File: config.mk
export PLATFORM = sky130hd
export DESIGN_NAME = nth_multiple_of_any_divisor_unit_flat
export DESIGN_NICKNAME = d
export VERILOG_FILES = /design/src/design/nmad_pkg.sv /design/src/design/nmad_if.sv /design/src/design/nmad_div.sv /design/src/design/nmad_mul.sv /design/src/design/nth_multiple_of_any_divisor_unit.sv /design/src/flat_wrapper.sv
export SDC_FILE = /design/constraint.sdc
export NUM_CORES = 2
export LEC_CHECK = 0
export BUFFER_PORTS_ARGS = -buffer_cell sky130_fd_sc_hd__buf_4
export CORE_UTILIZATION = 43
export CTS_CLUSTER_SIZE = 28
export DETAILED_ROUTE_END_ITERATION = 12
export GPL_TIMING_DRIVEN = 0
export PLACE_DENSITY_LB_ADDON = 0.25
export SLEW_MARGIN = 30
export SYNTH_ARGS = -nofsm -noshare
export SYNTH_HDL_FRONTEND = slang
export SYNTH_SLANG_ARGS = --single-unit
File: constraint.sdc
create_clock -name clk_i -period 14.3 [get_ports clk_i]
set_input_delay 1.43 -clock clk_i [delete_from_list [all_inputs] [get_ports clk_i]]
set_output_delay 1.43 -clock clk_i [all_outputs]
set_load 0.02 [all_outputs]
File: src/design/nmad_pkg.sv
// ----------------------------------------------------------------------------
// nmad_pkg
// shared widths, state codes and unit request/response types
// ----------------------------------------------------------------------------
package nmad_pkg;

  localparam int unsigned Wide           = 64;
  localparam int unsigned CntW           = $clog2(Wide);
  localparam int unsigned CountW         = 31;
  localparam int unsigned DivisorW       = 31;
  localparam int unsigned ResultW        = 62;
  localparam int unsigned DivisorBitsDef = 31;

  typedef logic [Wide-1:0] word_t;

  typedef enum logic [8:0] {
    S_IDLE = 9'b000000001,
    S_MN   = 9'b000000010,
    S_GCD  = 9'b000000100,
    S_QUO  = 9'b000001000,
    S_CHK  = 9'b000010000,
    S_MUL  = 9'b000100000,
    S_DIV  = 9'b001000000,
    S_UPD  = 9'b010000000,
    S_OUT  = 9'b100000000
  } state_e;

  typedef struct packed {
    logic  start;
    word_t op_a;
    word_t op_b;
  } unit_req_t;

  typedef struct packed {
    logic  done;
    word_t res_a;
    word_t res_b;
  } unit_rsp_t;

endpackage

File: src/design/nmad_if.sv
// ----------------------------------------------------------------------------
// nmad channel interfaces
// valid/ready channels for request and result items
// ----------------------------------------------------------------------------
interface nmad_in_if;
  logic        valid;
  logic        ready;
  logic [30:0] count_n;
  logic [30:0] divisor_a;
  logic [30:0] divisor_b;
  logic [30:0] divisor_c;
  modport source (output valid, count_n, divisor_a, divisor_b, divisor_c, input ready);
  modport sink (input valid, count_n, divisor_a, divisor_b, divisor_c, output ready);
endinterface

interface nmad_out_if;
  logic        valid;
  logic        ready;
  logic [61:0] nth_value;
  modport source (output valid, nth_value, input ready);
  modport sink (input valid, nth_value, output ready);
endinterface

File: src/design/nmad_div.sv
// ----------------------------------------------------------------------------
// nmad_div
// restoring divider, one quotient bit per cycle; res_a quotient, res_b remainder
// ----------------------------------------------------------------------------
module nmad_div (
  input  logic                clk_i,
  input  logic                rst_ni,
  input  nmad_pkg::unit_req_t req_i,
  output nmad_pkg::unit_rsp_t rsp_o
);
  import nmad_pkg::*;

  logic            busy_q, done_q;
  logic [CntW-1:0] cnt_q;
  word_t           rem_q, quo_q, dvs_q;
  logic [Wide:0]   rem_sh;
  logic            fits;

  assign rem_sh = {rem_q, quo_q[Wide-1]};
  assign fits   = rem_sh >= {1'b0, dvs_q};

  always_ff @(posedge clk_i or negedge rst_ni) begin
    if (!rst_ni) begin
      busy_q <= 1'b0;
      done_q <= 1'b0;
      cnt_q  <= '0;
    end else if (req_i.start) begin
      busy_q <= 1'b1;
      done_q <= 1'b0;
      cnt_q  <= '0;
    end else if (busy_q) begin
      cnt_q <= cnt_q + 1'b1;
      if (cnt_q == CntW'(Wide - 1)) begin
        busy_q <= 1'b0;
        done_q <= 1'b1;
      end
    end else begin
      done_q <= 1'b0;
    end
  end

  always_ff @(posedge clk_i) begin
    if (req_i.start) begin
      rem_q <= '0;
      quo_q <= req_i.op_a;
      dvs_q <= req_i.op_b;
    end else if (busy_q) begin
      rem_q <= fits ? Wide'(rem_sh - {1'b0, dvs_q}) : rem_sh[Wide-1:0];
      quo_q <= {quo_q[Wide-2:0], fits};
    end
  end

  assign rsp_o.done  = done_q;
  assign rsp_o.res_a = quo_q;
  assign rsp_o.res_b = rem_q;
endmodule

File: src/design/nmad_mul.sv
// ----------------------------------------------------------------------------
// nmad_mul
// shift-add multiplier, one multiplier bit per cycle, low word kept
// ----------------------------------------------------------------------------
module nmad_mul (
  input  logic                clk_i,
  input  logic                rst_ni,
  input  nmad_pkg::unit_req_t req_i,
  output nmad_pkg::unit_rsp_t rsp_o
);
  import nmad_pkg::*;

  logic            busy_q, done_q;
  logic [CntW-1:0] cnt_q;
  word_t           acc_q, mcd_q, mpl_q;

  always_ff @(posedge clk_i or negedge rst_ni) begin
    if (!rst_ni) begin
      busy_q <= 1'b0;
      done_q <= 1'b0;
      cnt_q  <= '0;
    end else if (req_i.start) begin
      busy_q <= 1'b1;
      done_q <= 1'b0;
      cnt_q  <= '0;
    end else if (busy_q) begin
      cnt_q <= cnt_q + 1'b1;
      if (cnt_q == CntW'(Wide - 1)) begin
        busy_q <= 1'b0;
        done_q <= 1'b1;
      end
    end else begin
      done_q <= 1'b0;
    end
  end

  always_ff @(posedge clk_i) begin
    if (req_i.start) begin
      acc_q <= '0;
      mcd_q <= req_i.op_a;
      mpl_q <= req_i.op_b;
    end else if (busy_q) begin
      if (mpl_q[0]) acc_q <= acc_q + mcd_q;
      mcd_q <= {mcd_q[Wide-2:0], 1'b0};
      mpl_q <= {1'b0, mpl_q[Wide-1:1]};
    end
  end

  assign rsp_o.done  = done_q;
  assign rsp_o.res_a = acc_q;
  assign rsp_o.res_b = mpl_q;
endmodule

File: src/design/nth_multiple_of_any_divisor_unit.sv
// ----------------------------------------------------------------------------
// nth_multiple_of_any_divisor_unit
// n-th positive integer divisible by any of three divisors
// ----------------------------------------------------------------------------
// One item at a time: the unit is not ready from acceptance until its result
// is taken. Each division occupies the shared restoring divider, and each
// multiply the shift-add multiplier, until it is done. An item costs one
// multiply for the search bound, four least common multiples (Euclid steps,
// one quotient, one bound check, at most one multiply each), then seven
// divisions per binary search step over up to 62 steps. A count of one skips
// the search, leaving only the bound and the least common multiples. Zero
// count or all-zero divisors give a result of zero straight from idle.
module nth_multiple_of_any_divisor_unit #(
  parameter int unsigned DIVISOR_BITS = nmad_pkg::DivisorBitsDef
) (
  input  logic clk_i,
  input  logic rst_ni,
  nmad_in_if.sink    in_i,
  nmad_out_if.source out_o
);
  import nmad_pkg::*;

  state_e    state_q, state_d;
  logic      pend_q, pend_d;
  logic [1:0] lidx_q, lidx_d;
  logic [2:0] k_q, k_d;
  word_t a_q, a_d, b_q, b_d, c_q, c_d, n_q, n_d;
  word_t lo_q, lo_d, hi_q, hi_d, cap_q, cap_d;
  word_t ab_q, ab_d, ac_q, ac_d, bc_q, bc_d, abc_q, abc_d;
  word_t gx_q, gx_d, gy_q, gy_d, qt_q, qt_d, acc_q, acc_d, res_q, res_d;

  unit_req_t div_req, mul_req;
  unit_rsp_t div_rsp, mul_rsp;

  word_t ia, ib, ic, in_n, any, m, mid, lx, ly, dsel, lres, nlo, nhi;
  logic  store;

  nmad_div u_div (.clk_i, .rst_ni, .req_i(div_req), .rsp_o(div_rsp));
  nmad_mul u_mul (.clk_i, .rst_ni, .req_i(mul_req), .rsp_o(mul_rsp));

  assign ia   = Wide'(in_i.divisor_a[DIVISOR_BITS-1:0]);
  assign ib   = Wide'(in_i.divisor_b[DIVISOR_BITS-1:0]);
  assign ic   = Wide'(in_i.divisor_c[DIVISOR_BITS-1:0]);
  assign in_n = Wide'(in_i.count_n);
  assign any  = (ia != '0) ? ia : ((ib != '0) ? ib : ic);

  assign in_i.ready      = (state_q == S_IDLE);
  assign out_o.valid     = (state_q == S_OUT);
  assign out_o.nth_value = res_q[ResultW-1:0];

  assign mid = lo_q + ((hi_q - lo_q) >> 1);

  always_comb begin
    m = a_q;
    if (b_q < m) m = b_q;
    if (c_q < m) m = c_q;
  end

  function automatic word_t pick_x(logic [1:0] i, word_t a, word_t b, word_t ab);
    case (i)
      2'd0, 2'd1: pick_x = a;
      2'd2:       pick_x = b;
      default:    pick_x = ab;
    endcase
  endfunction

  function automatic word_t pick_y(logic [1:0] i, word_t b, word_t c);
    case (i)
      2'd0:    pick_y = b;
      default: pick_y = c;
    endcase
  endfunction

  assign lx = pick_x(lidx_q, a_q, b_q, ab_q);
  assign ly = pick_y(lidx_q, b_q, c_q);

  always_comb begin
    case (k_q)
      3'd0:    dsel = a_q;
      3'd1:    dsel = b_q;
      3'd2:    dsel = c_q;
      3'd3:    dsel = abc_q;
      3'd4:    dsel = ab_q;
      3'd5:    dsel = ac_q;
      default: dsel = bc_q;
    endcase
  end

  assign nlo = (acc_q < n_q) ? mid + 1'b1 : lo_q;
  assign nhi = (acc_q < n_q) ? hi_q : mid;

  always_comb begin
    state_d = state_q;
    pend_d  = pend_q;
    lidx_d  = lidx_q;
    k_d     = k_q;
    a_d = a_q; b_d = b_q; c_d = c_q; n_d = n_q;
    lo_d = lo_q; hi_d = hi_q; cap_d = cap_q;
    ab_d = ab_q; ac_d = ac_q; bc_d = bc_q; abc_d = abc_q;
    gx_d = gx_q; gy_d = gy_q; qt_d = qt_q; acc_d = acc_q; res_d = res_q;
    div_req = '0;
    mul_req = '0;
    store   = 1'b0;
    lres    = cap_q;

    case (state_q)
      S_IDLE: begin
        if (in_i.valid) begin
          if (in_n == '0 || any == '0) begin
            res_d   = '0;
            state_d = S_OUT;
          end else begin
            a_d     = (ia != '0) ? ia : any;
            b_d     = (ib != '0) ? ib : any;
            c_d     = (ic != '0) ? ic : any;
            n_d     = in_n;
            pend_d  = 1'b0;
            state_d = S_MN;
          end
        end
      end
      S_MN: begin
        mul_req.op_a = m;
        mul_req.op_b = n_q;
        if (!pend_q) begin
          mul_req.start = 1'b1;
          pend_d = 1'b1;
        end else if (mul_rsp.done) begin
          pend_d  = 1'b0;
          lo_d    = m;
          hi_d    = mul_rsp.res_a;
          cap_d   = mul_rsp.res_a + 1'b1;
          lidx_d  = 2'd0;
          gx_d    = a_q;
          gy_d    = b_q;
          state_d = S_GCD;
        end
      end
      S_GCD: begin
        div_req.op_a = gx_q;
        div_req.op_b = gy_q;
        if (gy_q == '0) begin
          state_d = S_QUO;
        end else if (!pend_q) begin
          div_req.start = 1'b1;
          pend_d = 1'b1;
        end else if (div_rsp.done) begin
          pend_d = 1'b0;
          gx_d   = gy_q;
          gy_d   = div_rsp.res_b;
        end
      end
      S_QUO: begin
        div_req.op_a = lx;
        div_req.op_b = gx_q;
        if (!pend_q) begin
          div_req.start = 1'b1;
          pend_d = 1'b1;
        end else if (div_rsp.done) begin
          pend_d  = 1'b0;
          qt_d    = div_rsp.res_a;
          state_d = S_CHK;
        end
      end
      S_CHK: begin
        div_req.op_a = cap_q;
        div_req.op_b = ly;
        if (!pend_q) begin
          div_req.start = 1'b1;
          pend_d = 1'b1;
        end else if (div_rsp.done) begin
          pend_d = 1'b0;
          if (qt_q > div_rsp.res_a) begin
            store = 1'b1;
          end else begin
            state_d = S_MUL;
          end
        end
      end
      S_MUL: begin
        mul_req.op_a = qt_q;
        mul_req.op_b = ly;
        if (!pend_q) begin
          mul_req.start = 1'b1;
          pend_d = 1'b1;
        end else if (mul_rsp.done) begin
          pend_d = 1'b0;
          lres   = (mul_rsp.res_a > cap_q) ? cap_q : mul_rsp.res_a;
          store  = 1'b1;
        end
      end
      S_DIV: begin
        div_req.op_a = mid;
        div_req.op_b = dsel;
        if (!pend_q) begin
          div_req.start = 1'b1;
          pend_d = 1'b1;
        end else if (div_rsp.done) begin
          pend_d = 1'b0;
          acc_d  = (k_q < 3'd4) ? acc_q + div_rsp.res_a : acc_q - div_rsp.res_a;
          if (k_q == 3'd6) state_d = S_UPD;
          else k_d = k_q + 1'b1;
        end
      end
      S_UPD: begin
        lo_d  = nlo;
        hi_d  = nhi;
        k_d   = '0;
        acc_d = '0;
        if (nlo < nhi) begin
          state_d = S_DIV;
        end else begin
          res_d   = nlo;
          state_d = S_OUT;
        end
      end
      S_OUT: begin
        if (out_o.ready) state_d = S_IDLE;
      end
      default: state_d = S_IDLE;
    endcase

    if (store) begin
      case (lidx_q)
        2'd0:    ab_d  = lres;
        2'd1:    ac_d  = lres;
        2'd2:    bc_d  = lres;
        default: abc_d = lres;
      endcase
      if (lidx_q == 2'd3) begin
        k_d   = '0;
        acc_d = '0;
        if (lo_q < hi_q) begin
          state_d = S_DIV;
        end else begin
          res_d   = lo_q;
          state_d = S_OUT;
        end
      end else begin
        lidx_d  = lidx_q + 1'b1;
        gx_d    = pick_x(lidx_q + 1'b1, a_q, b_q, ab_d);
        gy_d    = pick_y(lidx_q + 1'b1, b_q, c_q);
        state_d = S_GCD;
      end
    end
  end

  always_ff @(posedge clk_i or negedge rst_ni) begin
    if (!rst_ni) begin
      state_q <= S_IDLE;
      pend_q  <= 1'b0;
      lidx_q  <= '0;
      k_q     <= '0;
    end else begin
      state_q <= state_d;
      pend_q  <= pend_d;
      lidx_q  <= lidx_d;
      k_q     <= k_d;
    end
  end

  always_ff @(posedge clk_i) begin
    a_q <= a_d; b_q <= b_d; c_q <= c_d; n_q <= n_d;
    lo_q <= lo_d; hi_q <= hi_d; cap_q <= cap_d;
    ab_q <= ab_d; ac_q <= ac_d; bc_q <= bc_d; abc_q <= abc_d;
    gx_q <= gx_d; gy_q <= gy_d; qt_q <= qt_d; acc_q <= acc_d; res_q <= res_d;
  end
endmodule
File: src/flat_wrapper.sv
// flat-port wrapper written by rule: the top's interface ports become plain ports
module nth_multiple_of_any_divisor_unit_flat import nmad_pkg::*;
#(
  parameter int unsigned DIVISOR_BITS = nmad_pkg::DivisorBitsDef
)
  (clk_i, rst_ni, in_i_valid, in_i_count_n, in_i_divisor_a, in_i_divisor_b, in_i_divisor_c, in_i_ready, out_o_valid, out_o_nth_value, out_o_ready);
  nmad_in_if in_i_i ();
  nmad_out_if out_o_i ();
  input  logic clk_i;
  input  logic rst_ni;
  input wire logic [$bits(in_i_i.valid)-1:0] in_i_valid;
  input wire logic [$bits(in_i_i.count_n)-1:0] in_i_count_n;
  input wire logic [$bits(in_i_i.divisor_a)-1:0] in_i_divisor_a;
  input wire logic [$bits(in_i_i.divisor_b)-1:0] in_i_divisor_b;
  input wire logic [$bits(in_i_i.divisor_c)-1:0] in_i_divisor_c;
  output wire logic [$bits(in_i_i.ready)-1:0] in_i_ready;
  output wire logic [$bits(out_o_i.valid)-1:0] out_o_valid;
  output wire logic [$bits(out_o_i.nth_value)-1:0] out_o_nth_value;
  input wire logic [$bits(out_o_i.ready)-1:0] out_o_ready;
  assign in_i_i.valid = in_i_valid;
  assign in_i_i.count_n = in_i_count_n;
  assign in_i_i.divisor_a = in_i_divisor_a;
  assign in_i_i.divisor_b = in_i_divisor_b;
  assign in_i_i.divisor_c = in_i_divisor_c;
  assign in_i_ready = in_i_i.ready;
  assign out_o_valid = out_o_i.valid;
  assign out_o_nth_value = out_o_i.nth_value;
  assign out_o_i.ready = out_o_ready;
  nth_multiple_of_any_divisor_unit #(.DIVISOR_BITS(DIVISOR_BITS)) u_core (.clk_i(clk_i), .rst_ni(rst_ni), .in_i(in_i_i), .out_o(out_o_i));
endmodule
# Yosys cells after proc, flatten, opt, wreduce, memory -nomap -nowiden
# Cells that the tools add are included.
# totals
ff_bits	1406
in_bits	128
output_inout_bits	64
word_cells	255
# op_classes
n_addsub	12
magnitude_cmp	9
eq_ne	43
n_mux	125
bitwise_logic	2
n_reduce_logical	29
# op_table
op	count
$mux 64	47
$pmux 64 s2	8
$pmux 129 s4	1
$pmux 64 s6	1
$pmux 129 s2	1
$lt 64x64->1	4
$logic_not 64->1	3
$reduce_bool 64->1	3
$sub 64x64->64	3
$mux 9	18
$mux 31	5
$add 64x1->64 const B	2
$add 64x64->64	2
$gt 64x64->1	2
$pmux 9 s9	1
$ge 65x64->1	1
$add 64x63->64	1
$lt 64x31->1	1
$ne 3x1->1 const B	9
$mux 1	26
$mux 6	4
$ne 3x2->1 const B	6
$mux 3	5
$reduce_and 14->1	1
other kinds (36)	65

# Depth between registers and ports, before layout
# depth
ltp_word	11
ltp_mapped	48
mapped_depth_nobuf	44

# Cells and area by module
# A second synthesis with hierarchy kept.
# unflattened
cells_unflattened	9612
hier_area_um2	88521.1
# by_module_without_submodules
module	instances	cells_each	area_per_inst_um2	seq_area_each_um2
nth_multiple_of_any_divisor_unit	1	7290	64921.0	24559.8
nmad_div	1	1200	11949.0	5325.1
nmad_mul	1	1122	11651.2	5325.1

# Worst setup path before layout
# Ideal clock, no wire load.
# synth_path
path_type	register to register
startpoint	reg u_core.lo_q[0]
endpoint	reg u_core.res_q[55]
setup_time_ns	0.075
arrival_time_ns	9.357
required_time_ns	14.225
setup_slack_ns	4.868
path_stages_with_launch	47
n_path_buf	3
period_less_slack_ns	9.432
cell_sequence	edfxtp_1 > ha_1 > fa_1 > nor2b_1 > o21bai_1 > a32oi_1 > a21o_1 > a41o_1 > a31oi_1 > o211ai_1 > nand4_1 > a21boi_0 > a21bo_2 > a21oi_1 > o21ai_0 > xor2_1 > ha_1 > clkbuf_1 > [... 11 more ...] > xnor2_1 > a21oi_1 > ha_1 > a21o_1 > a21o_1 > a21o_1 > a21o_1 > a21oi_1 > nor2_1 > a2111oi_0 > o31a_1 > a21oi_1 > nor2_1 > and2_1 > clkbuf_1 > clkbuf_1 > a22oi_1 > o21ai_0
# synth_between
elab_chain_cells	10
elab_cells_between_ends	12
classes_between	add/sub (3); order compare (2); mux (7)
# synth_lines
element	line_no	text
from (decl)	nth_multiple_of_any_divisor_unit.sv:28	word_t lo_q, lo_d, hi_q, hi_d, cap_q, cap_d;
from (signal assigned)	nth_multiple_of_any_divisor_unit.sv:264	lo_q <= lo_d; hi_q <= hi_d; cap_q <= cap_d;
$sub 64x64->64	nth_multiple_of_any_divisor_unit.sv:51	assign mid = lo_q + ((hi_q - lo_q) >> 1);
$add 64x63->64 (*)	nth_multiple_of_any_divisor_unit.sv:51	
$add 64x1->64 (*)	nth_multiple_of_any_divisor_unit.sv:89	assign nlo = (acc_q < n_q) ? mid + 1'b1 : lo_q;
$mux 64 (*)	nth_multiple_of_any_divisor_unit.sv:89	
via u_core.nlo[57]	nth_multiple_of_any_divisor_unit.sv:35	word_t ia, ib, ic, in_n, any, m, mid, lx, ly, dsel, lres, nlo, nhi;
$lt 64x64->1 (*)	nth_multiple_of_any_divisor_unit.sv:210	if (nlo < nhi) begin
$mux 64 (*)	nth_multiple_of_any_divisor_unit.sv:210	
$pmux 64 s2 (*)	nth_multiple_of_any_divisor_unit.sv:106	case (state_q)
$mux 64	nth_multiple_of_any_divisor_unit.sv:233	if (lo_q < hi_q) begin
$mux 64	nth_multiple_of_any_divisor_unit.sv:230	if (lidx_q == 2'd3) begin
$mux 64 (*)	nth_multiple_of_any_divisor_unit.sv:223	if (store) begin
via u_core.res_d[55]	nth_multiple_of_any_divisor_unit.sv:30	word_t gx_q, gx_d, gy_q, gy_d, qt_q, qt_d, acc_q, acc_d, res_q, res_d;
to (signal assigned)	nth_multiple_of_any_divisor_unit.sv:266	gx_q <= gx_d; gy_q <= gy_d; qt_q <= qt_d; acc_q <= acc_d; res_q <= res_d;
to (decl)	nth_multiple_of_any_divisor_unit.sv:30	
# The timed path passes the listed nets; every way through them passes the cells marked *.
# A chain may end at the register's enable or synchronous reset.

# Worst setup path after layout
# layout_path
startpoint	reg u_core.lo_q[0]
endpoint	reg u_core.res_q[60]
# Same word-level chain as after synthesis.

==> results.ini <==
[run_status]
status=completed

[global_routing]
grt_remaining_overflow=0
track_usage_pct=36.4
antenna_found_initial=23
grt_pass1_vias=74600
grt_max_degree=55
grt_pass1_wl_um=529000

[detailed_routing]
drtAntennaViolNets=0
wirelength_um=378000
viasPerCell=6.41
vias=80700
drtPass1Iterations=12
drtIter0Drc=11100
wl_per_cell_um=30.0
remaining_drc_errors=0

[yosys]
syn_nets=10200
postSynth.asyncResetShare_pct=2.44
postSynthCellCount=9436
synth_area_mm2=0.0855
syn_area_per_cell_um2=9.06
yosys_warnings=0
ys.flop_type=edfxtp_1
ys_seq_area_share_pct=40.0
synth-edff-count=859
yosysUniqueCellTypes=98
synth_top_area_share_pct=30.2
synth-seq-cells=1272
yosysTopAreaCell=edfxtp_1
synth.area.top_cells=edfxtp_1 (30%), ha_1 (9.0%), dfxtp_1 (8.9%)

[clocking]
clk_path_buf_depth=3
clk_pin_slew_worst_paths_ns=0.06
tritoncts=built
clockRootBuffer=clkbuf_16
cts_made_buffers=149
clkLatencyLatePin_ns=0.86
h-tree-depth=4
cts_setup_buffers=0
cts.sinks=1272

[worst_setup_path]
r2r-start=u_core.lo_q[0]$_DFFE_PP_
crit_buf_inv=3
path_common_cell=a21o_1
critPathCaptureType=flip-flop
worst-path-stages=43
start_kind=flip-flop
r2r_end=u_core.res_q[60]$_DFF_P_
critPathMaxFanout=10
path_class=reg -> reg
required_ns=15.04
rrSetupSlack_ns=0.51
cp-startpoint=u_core.lo_q[0]$_DFFE_PP_
slowest_delay_ns=0.70
crit_path_end=u_core.res_q[60]$_DFF_P_
arrival_ns=14.53
critical-path-slowest-cell=a2111oi_0
reg2regPathDepth=43
cp_top_family=compound AO/OA/AOI/OAI gates

[final_layout]
final_nets=10600
final_common_cell=nand2_1
fin_area_mm2=0.0962
areaGrowthSynthToFinish_pct=12.6
final_cell_mix=nand2_1 (1053), a21oi_1 (902), edfxtp_1 (859)
drive_above_1_share_pct=7.97
fillers=19200
post_layout_nonfiller_instances=12600

[floorplan]
die_w_um=448
die_area_mm2=0.201
start_util_pct=43.3
io_pins=192
die_h_um=448
core_mm2=0.197
rows=163

[placement]
gp_congestion=1.08
dp_hpwl_um=307000
placed_area_mm2=0.0911
io_buffers=191
dp_cells=12300

[timing]
finalSetupViolCount=0
slew-limit-headroom_pct=15.2
skew_ns=0.0479
worst_pin_slew_ns=1.26
finalCritPeriodShare_pct=96.4
layout_min_cycle_time_ns=13.79
hold_viol=0
max_clock_freq_ghz=0.0725
maxSlewViolCount=0
setup_tns_ns=0
rsz0062_at_grt=false

[min_path]
hold_path_class=reg -> reg

[power]
ir_drop_mv=0.129
power.density_mw_per_mm2=130
leakage_nw=39.2

[job]
cap_viol_max_count=0

## cell type report
class	count	area, um^2	area share (%)
Buffer	533	2090	2.17
Inverter	504	1890	1.97
Timing Repair Buffer	227	2070	2.15
Clock inverter	69	782	0.813
Antenna cell	11	27.5	0.0286
Sequential cell	1272	34200	35.6
Tap cell	2640	3300	3.43
Clock buffer	207	4150	4.31
Multi-Input combinational cell	7127	47700	49.6
## per-stage QoR
stage	power, mW	setup WS (ns)	hold slack, ns	utilization [%]
2_1_floorplan	7.06	4.87	0.426	-
3_3_place_gp	8.41	-2.06	0.430	45.7
3_5_place_dp	8.49	0.194	0.448	46.2
4_1_cts	12.4	0.153	0.462	48.7
5_1_grt	12.9	0.0495	0.469	48.7
6_report	12.5	0.510	0.459	48.7
## layer usage
| layer | up-vias | wire length [um] | GRT usage [%] |
|---|---|---|---|
| met2 | 4272 | 162000 | 54.1 |
| li1 | 36000 | - | - |
| met5 | - | 75 | 0 |
| met3 | 692 | 36300 | 7.31 |
| met1 | 39800 | 159000 | 50.4 |
| met4 | 10 | 20300 | 17.1 |
## timing repair
action | in CTS | in global routing
endpoints found under the setup margin | 0 | 60
gates resized for setup | 0 | 9
hold buffers | 0 | 0
## power by group
part           switching [mW]  leakage (nW)  internal (mW)
clock                    1.75          2.40           2.19
sequential              0.589          11.3           4.40
combinational            2.26          25.5           1.31
## worst reg2reg max path, delay by kind of cell, from the launching register on
kind | cells | cell delay, ns
compound gates | 21 | 5.58
simple gates | 12 | 3.90
buf+inv | 3 | 1.41
fa+ha+maj | 4 | 1.38
xor+xnor | 3 | 0.88
flops | 1 | 0.59
## synth_stat cells (all sizes together), types with 53 or more instances
| cell type | n |
|---|---|
| o21ai | 711 |
| mux2i | 160 |
| inv | 502 |
| nand3 | 246 |
| nor2b | 66 |
| nand2 | 1054 |
| a21o | 327 |
| xor2 | 154 |
| mux2 | 148 |
| clkbuf | 480 |
| a211oi | 126 |
| a221oi | 72 |
| a22oi | 204 |
| a222oi | 91 |
| nor2 | 514 |
| o21bai | 111 |
| nand4 | 176 |
| and3 | 107 |
| buf | 53 |
| ha | 614 |
| a21oi | 903 |
| xnor2 | 310 |
| nand2b | 66 |
| dfxtp | 382 |
| nor4 | 86 |
| edfxtp | 859 |
| a221o | 74 |
| nor3 | 143 |
| a31oi | 123 |
## cell families after synthesis
group	Yosys count	share of synthesized area, %
buffers and inverters	1037	4.58
AOI/OAI and AO/OA	3078	23.1
DFF	1272	40.0
adders and majority gates	619	9.11
muxes	308	3.82
xor gates and xnor gates	464	4.76
and+or+nand+nor	2658	14.6
## how the worst min path moves through the flow
stage,from,endpoint,slack [ns],depth (start not counted)
floorplan,u_core.u_div.quo_q[63]$_DFFE_PP_,u_core.qt_q[63]$_DFFE_PP_,0.43,0
global placement,u_core.u_div.quo_q[63]$_DFFE_PP_,u_core.qt_q[63]$_DFFE_PP_,0.43,0
detailed placement,u_core.u_div.quo_q[63]$_DFFE_PP_,u_core.qt_q[63]$_DFFE_PP_,0.45,0
CTS,u_core.u_div.quo_q[50]$_DFFE_PP_,u_core.qt_q[50]$_DFFE_PP_,0.46,0
global route,u_core.u_div.quo_q[63]$_DFFE_PP_,u_core.qt_q[63]$_DFFE_PP_,0.47,0
finish,u_core.u_div.quo_q[50]$_DFFE_PP_,u_core.qt_q[50]$_DFFE_PP_,0.46,0
Power figures use the tool's default switching activity.
